### src/sv/battery_level_monitor_core_assert.svh
// Assertion macros shared by the battery level monitor RTL.
`ifndef BATTERY_LEVEL_MONITOR_CORE_ASSERT_SVH
`define BATTERY_LEVEL_MONITOR_CORE_ASSERT_SVH

// Consequent must hold in the same cycle as the antecedent.
`define BLM_ASSERT_SAME(label, ante, cons, msg) \
    label: assert property (@(posedge aclk) disable iff (!aresetn) (ante) |-> (cons)) \
        else $error(msg);

// Consequent must hold in the cycle after the antecedent.
`define BLM_ASSERT_NEXT(label, ante, cons, msg) \
    label: assert property (@(posedge aclk) disable iff (!aresetn) (ante) |=> (cons)) \
        else $error(msg);

`endif

### src/sv/blm_pkg.sv
// Types, constants and the sample scaling function of the battery level monitor.
`default_nettype none

package blm_pkg;

    localparam int MV_W     = 14;
    localparam int RAW_W    = 12;
    localparam int MARGIN_W = 10;
    localparam int RUN_W    = 2;
    localparam int CFG_IDX_W = 2;

    localparam logic [MV_W-1:0]     POWEROFF_RST  = 14'd3550;
    localparam logic [MARGIN_W-1:0] MARGIN_RST    = 10'd100;
    localparam logic [MV_W-1:0]     FULL_RST      = 14'd4500;
    localparam logic [MV_W-1:0]     LEVEL_RST     = 14'd4150;
    localparam logic [MV_W-1:0]     HELD_UNSEEDED = 14'd1;
    localparam logic [RAW_W-1:0]    SCALE_MUL     = 12'd2500;
    localparam logic [RAW_W-1:0]    RAW_TIMEOUT   = 12'd0;

    localparam logic [RUN_W-1:0] RUN_ZERO = 2'd0;
    localparam logic [RUN_W-1:0] RUN_ONE  = 2'd1;
    localparam logic [RUN_W-1:0] RUN_MAX  = 2'd3;

    localparam logic MODE_TICK   = 1'b0;
    localparam logic MODE_REPORT = 1'b1;

    localparam logic [CFG_IDX_W-1:0] CFG_POWEROFF_MV   = 2'd0;
    localparam logic [CFG_IDX_W-1:0] CFG_LED_MARGIN_MV = 2'd1;
    localparam logic [CFG_IDX_W-1:0] CFG_FULL_MV       = 2'd2;

    typedef struct packed {
        logic             mode;
        logic [RAW_W-1:0] raw_sample;
        logic             usb_present;
        logic             otg_present;
    } blm_in_t;

    typedef struct packed {
        logic [MV_W-1:0] level_mv;
        logic            charging;
        logic            poweroff_request;
        logic            low_led;
    } blm_out_t;

    typedef struct packed {
        logic [MV_W-1:0]     poweroff_mv;
        logic [MARGIN_W-1:0] led_margin_mv;
        logic [MV_W-1:0]     full_mv;
    } blm_cfg_t;

    typedef struct packed {
        logic [MV_W-1:0]  level;
        logic [MV_W-1:0]  held;
        logic             usb_last;
        logic [RUN_W-1:0] low_run;
        logic             led_state;
    } blm_state_t;

    // Millivolts are ((raw * 2500) >> 12) * 4: keep the top twelve bits, append two zeros.
    function automatic logic [MV_W-1:0] scale_sample(input logic [RAW_W-1:0] raw);
        logic [2*RAW_W-1:0] prod;
        prod = {{RAW_W{1'b0}}, raw} * {{RAW_W{1'b0}}, SCALE_MUL};
        return {prod[2*RAW_W-1:RAW_W], 2'b00};
    endfunction

endpackage

`default_nettype wire

### src/sv/blm_step.sv
// Next-state and result logic for one battery monitor word.
`default_nettype none

module blm_step (
    input  var blm_pkg::blm_in_t    in_word,
    input  var blm_pkg::blm_cfg_t   cfg,
    input  var blm_pkg::blm_state_t cur,
    output blm_pkg::blm_state_t     nxt,
    output blm_pkg::blm_out_t       res
);
    import blm_pkg::*;

    logic [MV_W-1:0] scaled;
    logic            raw_ok;
    logic [MV_W:0]   led_limit;

    assign scaled    = scale_sample(in_word.raw_sample);
    assign raw_ok    = (in_word.raw_sample != RAW_TIMEOUT);
    assign led_limit = {1'b0, cfg.poweroff_mv} + {{(MV_W + 1 - MARGIN_W){1'b0}}, cfg.led_margin_mv};

    always_comb begin
        logic [MV_W-1:0]  lvl;
        logic [MV_W-1:0]  mv;
        logic [RUN_W-1:0] run;
        nxt = cur;
        res = '0;
        lvl = cur.level;
        mv  = cur.level;
        run = cur.low_run;
        if (in_word.mode == MODE_TICK) begin
            if (raw_ok) begin
                lvl = scaled;
            end
            nxt.level = lvl;
            if (cur.held == HELD_UNSEEDED) begin
                nxt.held = lvl;
            end
            if (lvl < cfg.poweroff_mv) begin
                if (cur.low_run != RUN_MAX) begin
                    run = cur.low_run + RUN_ONE;
                end
                res.poweroff_request = (run > RUN_ONE) && !in_word.otg_present;
            end else begin
                run           = RUN_ZERO;
                nxt.led_state = ({1'b0, lvl} < led_limit);
            end
            nxt.low_run  = run;
            res.level_mv = lvl;
            res.low_led  = nxt.led_state;
        end else begin
            // A detach edge with a good sample refreshes the level before the hold logic.
            if (in_word.usb_present != cur.usb_last) begin
                if (!in_word.usb_present && raw_ok) begin
                    mv        = scaled;
                    nxt.level = scaled;
                end
                nxt.usb_last = in_word.usb_present;
            end
            if (in_word.usb_present) begin
                if (mv > cur.held) begin
                    nxt.held = mv;
                end else begin
                    mv = cur.held;
                end
                res.charging = 1'b1;
            end else begin
                if (mv > cur.held) begin
                    mv = cur.held;
                end else begin
                    nxt.held = mv;
                end
                if (mv > cfg.full_mv) begin
                    mv = cfg.full_mv;
                end
            end
            res.level_mv = mv;
            res.low_led  = cur.led_state;
        end
    end

endmodule

`default_nettype wire

### src/sv/battery_level_monitor_core.sv
// Path: an accepted input word is held in the input register, then its result is loaded into the result register.
// Throughput: one word per cycle; the input register refills in the cycle the result
// register is loaded, so the only limit is the downstream m_ready.
// Configuration writes are taken in every cycle and act on the next word processed.
// Reset is synchronous and active low: it empties both registers and returns the
// level, hold, run count, LED and configuration registers to their defaults.
`default_nettype none

module battery_level_monitor_core (
    input  wire                           aclk,
    input  wire                           aresetn,
    input  wire                           s_valid,
    output logic                          s_ready,
    input  var blm_pkg::blm_in_t          s_data,
    output logic                          m_valid,
    input  wire                           m_ready,
    output blm_pkg::blm_out_t             m_data,
    input  wire                           cfg_valid,
    output logic                          cfg_ready,
    input  wire [blm_pkg::CFG_IDX_W-1:0]  cfg_index,
    input  wire [blm_pkg::MV_W-1:0]       cfg_data
);
    import blm_pkg::*;

    logic       in_valid_reg;
    blm_in_t    in_data_reg;
    logic       out_valid_reg;
    blm_out_t   out_data_reg;
    blm_state_t state_reg;
    blm_state_t state_next;
    blm_cfg_t   cfg_reg;
    blm_out_t   res_next;
    logic       proc_fire;

    // The held word moves on whenever the result register is empty or being read.
    assign proc_fire = in_valid_reg && (!out_valid_reg || m_ready);
    assign s_ready   = !in_valid_reg || proc_fire;
    assign m_valid   = out_valid_reg;
    assign m_data    = out_data_reg;
    assign cfg_ready = 1'b1;

    blm_step u_step (
        .in_word (in_data_reg),
        .cfg     (cfg_reg),
        .cur     (state_reg),
        .nxt     (state_next),
        .res     (res_next)
    );

    always_ff @(posedge aclk) begin
        if (!aresetn) begin
            in_valid_reg  <= 1'b0;
            out_valid_reg <= 1'b0;
        end else begin
            if (s_ready) begin
                in_valid_reg <= s_valid;
            end
            if (proc_fire) begin
                out_valid_reg <= 1'b1;
            end else if (m_ready) begin
                out_valid_reg <= 1'b0;
            end
        end
    end

    always_ff @(posedge aclk) begin
        if (s_valid && s_ready) begin
            in_data_reg <= s_data;
        end
        if (proc_fire) begin
            out_data_reg <= res_next;
        end
    end

    always_ff @(posedge aclk) begin
        if (!aresetn) begin
            state_reg.level     <= LEVEL_RST;
            state_reg.held      <= HELD_UNSEEDED;
            state_reg.usb_last  <= 1'b0;
            state_reg.low_run   <= RUN_ZERO;
            state_reg.led_state <= 1'b0;
        end else if (proc_fire) begin
            state_reg <= state_next;
        end
    end

    always_ff @(posedge aclk) begin
        if (!aresetn) begin
            cfg_reg.poweroff_mv   <= POWEROFF_RST;
            cfg_reg.led_margin_mv <= MARGIN_RST;
            cfg_reg.full_mv       <= FULL_RST;
        end else if (cfg_valid && cfg_ready) begin
            case (cfg_index)
                CFG_POWEROFF_MV:   cfg_reg.poweroff_mv   <= cfg_data;
                CFG_LED_MARGIN_MV: cfg_reg.led_margin_mv <= cfg_data[MARGIN_W-1:0];
                CFG_FULL_MV:       cfg_reg.full_mv       <= cfg_data;
                default: begin
                end
            endcase
        end
    end

`include "battery_level_monitor_core_assert.svh"

    `BLM_ASSERT_NEXT(a_result_follows, proc_fire, out_valid_reg,
        "processed word did not reach the result register")
    `BLM_ASSERT_SAME(a_poweroff_run, out_valid_reg && out_data_reg.poweroff_request,
        state_reg.low_run > RUN_ONE, "power-off requested without a run of low readings")
    `BLM_ASSERT_SAME(a_led_matches, out_valid_reg,
        out_data_reg.low_led == state_reg.led_state, "LED in result disagrees with LED state")
    `BLM_ASSERT_NEXT(a_held_seeded, proc_fire && in_data_reg.mode == MODE_TICK,
        state_reg.held != HELD_UNSEEDED, "held value still unseeded after a tick")

endmodule

`default_nettype wire

### config.mk
export PLATFORM = sky130hd
export DESIGN_NAME = battery_level_monitor_core
export DESIGN_NICKNAME = d
export VERILOG_FILES = /design/src/sv/blm_pkg.sv /design/src/sv/blm_step.sv /design/src/sv/battery_level_monitor_core.sv
export VERILOG_INCLUDE_DIRS = /design/src /design/src/sv
export SDC_FILE = /design/constraint.sdc
export NUM_CORES = 1
export LEC_CHECK = 0
export BUFFER_PORTS_ARGS = -buffer_cell sky130_fd_sc_hd__buf_2
export CORE_ASPECT_RATIO = 1.2
export CORE_UTILIZATION = 40
export CTS_CLUSTER_DIAMETER = 50
export DETAILED_ROUTE_END_ITERATION = 8
export PLACE_DENSITY_LB_ADDON = 0.05
export SLEW_MARGIN = 20
export SYNTH_ARGS = -nofsm -noshare
export SYNTH_HDL_FRONTEND = slang
export SYNTH_HIERARCHICAL = 1
export SYNTH_SLANG_ARGS = --single-unit
### constraint.sdc
create_clock -name aclk -period 10 [get_ports aclk]
set_clock_uncertainty 0.2 [all_clocks]
set_input_delay 0.5 -clock aclk [delete_from_list [all_inputs] [get_ports aclk]]
set_output_delay 0.5 -clock aclk [all_outputs]
set_load 0.02 [all_outputs]
==> results.md <==
* Worst r2r src: in_data_reg[7]
* Fmax at 0.107 GHz
* Mapped Nets at 1238
* Peak VDD IR at 0.122 mV
* Met3 Track Usage GR at 2.42%
* # IOs at 56
* Leakage at 0.00456 µW
* Largest stage delay on the critical path at 0.62 ns
* H-Tree Depth at 3
* Global routing's busiest layer: met2
* Vias in the first global route at 7216
* Num CTS Buffers at 9
* Die Ht at 166 µm
* Net Sw Power at 1120 µW
* Clk sink count at 104
* Max cap viols at 0
* Clock network fraction of total power at 14.5%
* Syn-to-layout area delta at 8.94%
* First-pass GRT wire length at 41600 µm
* Gate power share at 63.3%
* Vias per std cell at 5.53
* HP Start: s_data[14]
* TritonRoute pass-1 iters at 7
* Final setup fails at 0
* Setup tns final at 0 ns
* Nets at 1271
* GR Util met2 at 40.6%
* Tcrit/Tclk final at 93.5%
* Hold WC Path Type: input pin to flop
* Yosys warning count at 6
* CTS tree: yes
* Max FFs per register at 38
* Yosys top cell area share at 17.6%
* Post-synthesis sequential area ratio at 26.8%
* Hold Vio Cnt, Final at 0
* Met1 Track Usage GR at 31.0%
* DR WL/cell at 19.7 µm
* Synth area leaders: ha_1 18%, dfxtp_1 16%, edfxtp_1 11%
* Placer Congestion at 0.929
* Antenna cells at 0
* Overall power at 2340 µW
* Unrepaired setup endpoints after global routing: no
* Prevailing post-synth register cell: dfxtp_1
* Share of post-route cells with drive strength above 1 at 10.6%
* Worst relative slew slack at 29.0%
* Routed Wire Length at 26800 µm
* WHS Path Cells at 1
* WP data required at 9.92 ns
* Slew Limit Fails at 0
* R2R Path End: m_data[13]
* Dominant cell by count in the synthesized netlist: inv_1
* Die ar. at 23000 µm²
* Netlist Area Pre-Place at 8970 µm²
* Post-synthesis average cell area at 8.52 µm²
* PostCTS Resize Cnt at 0
* CP startpoint kind: flop
* Final Critical Period at 9.35 ns
* Post-synth top area cell: ha_1
* Netlist cell types at 72
* Total grt overflow at 0
* Failing checks: design-rule violations
* Post-synth ARST share at 0%
* R2R cell count at 34
* Starting Density at 41.1%
* Setup Buffers After CTS at 0
* Rows at 59
* Reg2reg setup slack at 0.65 ns
* Fin util at 44.7%
* Core Region at 21900 µm²
* CP Max Fanout at 18
* Drt first-iter violations at 607
* Status: complete, but fails checks
* Int Power at 1220 µW
* CTS root buf: clkbuf_16
* CTS Buffer Depth at 2
* Initial antenna violation count at 0
* Synth Instances at 1053
* Clock-pin transition on the worst setup and hold timing paths at 0.08 ns
* Sw Share at 47.8%
* Post-synth EDFFs at 32
* CTS Hold Bufs at 0
* Crit. Startpoint: in_data_reg[7]
* Largest net degree at the start of global routing at 76
* Pwr Density at 240 nW/µm²
* Crit Path Class: flop to flop
* Worst-margin pin slew at 1.06 ns
* Slowest CP cell: a31oi_4
* Most frequent cells after synthesis: 136 x inv_1, 130 x nand2_1, 126 x ha_1, 72 x dfxtp_1, 69 x a21oi_1
* Worst hold endpoint: in_data_reg[14]
* Seq cells post-synth at 104
* Die Span X at 139 µm
* Drt drc at 6
* Worst Path Arrival at 9.27 ns
* Via count at 7545
* Port bufs at 54
* Post-DRT Antenna Nets at 0
* Reg power frac at 22.2%
* GRT Resource Usage Total at 23.7%
* CP Capture Type: flop
* Latest clock arrival within the worst-skew pair at 0.36 ns
* Post-detail-place hpwl at 20900 µm
-- power groups by stage --
stage	registers [µW]	clock network [µW]	logic (µW)
floorplan	529	0	1020
global placement	530	0	1470
detailed placement	529	0	1460
CTS	520	352	1480
global route	525	370	1660
finish	520	341	1480
-- critical path, delay by kind of cell (launching register included) --
family | cells | cell delay [ns]
muxes | 1 | 0.43
buffers and inverters | 6 | 0.57
DFF | 1 | 0.38
adders and majority gates | 8 | 2.96
xor gates and xnor gates | 1 | 0.15
and+or+nand+nor | 6 | 1.36
AOI/OAI and AO/OA | 12 | 3.07
-- per-layer routing --
layer / part of all wire (%) / wire length, µm / vias up
met5: 0 / 0 / -
met4: 2.7 / 722 / 0
met3: 4.3 / 1160 / 34
met2: 48 / 12900 / 207
met1: 45 / 12000 / 3537
li1: - / - / 3767
-- cell type report --
type                    count  area (µm²)
inverters                 136         510
clock inverters             7        46.3
fillers                  2216       12100
well taps                 274         343
clock buffers               9         225
repair buffers             66         363
multi-input cells         769        5880
flip-flops and latches    104        2400
-- cell families after synthesis --
logic type / Yosys count / share of synthesized area, %
fa+ha+maj: 149 / 22.7
flops: 104 / 26.8
other cells: 1 / 0.0418
mux: 65 / 7.56
compound gates: 233 / 17.0
buf+inv: 181 / 8.12
xor+xnor: 24 / 2.43
simple gates: 296 / 15.4
-- worst max-delay path by stage --
stage                 endpoint  slack [ns]  cells past startpoint
finish              m_data[13]        0.65                     34
global route        m_data[15]       0.008                     35
floorplan           m_data[11]        1.73                     37
detailed placement  m_data[13]        0.66                     35
CTS                 m_data[13]        0.62                     35
global placement    m_data[12]        0.78                     33
-- through the flow --
| step | hold WS (ns) | area (µm²) | setup WS (ns) | std cells |
|---|---|---|---|---|
| 2_1_floorplan | 0.232 | 8970 | 1.73 | 1053 |
| 3_3_place_gp | 0.244 | 9470 | 0.783 | 1348 |
| 3_5_place_dp | 0.249 | 9470 | 0.659 | 1348 |
| 4_1_cts | 0.104 | 9740 | 0.616 | 1364 |
| 5_1_grt | 0.0983 | 9770 | 0.00806 | 1365 |
| 6_report | 0.112 | 9770 | 0.646 | 1365 |
-- placed cells by master (no fill, tap or decap), types with 5 or more instances in the layout --
cell / count
nor2_1: 52
inv_1: 136
a31oi_1: 6
or3_1: 6
a221o_1: 6
o311ai_0: 5
o31ai_1: 6
edfxtp_1: 32
clkbuf_16: 9
o21a_1: 9
nand2_1: 130
xor2_1: 5
a211oi_1: 8
ha_1: 126
fa_1: 23
a21oi_1: 68
o21ai_1: 7
buf_2: 53
and2_1: 8
buf_4: 13
nand3_1: 43
mux2_2: 18
nor3_1: 9
nor3b_1: 5
a21o_1: 16
dfxtp_1: 72
nor4_1: 7
mux2i_1: 46
o221ai_1: 6
nand4_1: 10
xnor2_1: 18
o21ai_0: 52
(Power assumes the default switching activity.)
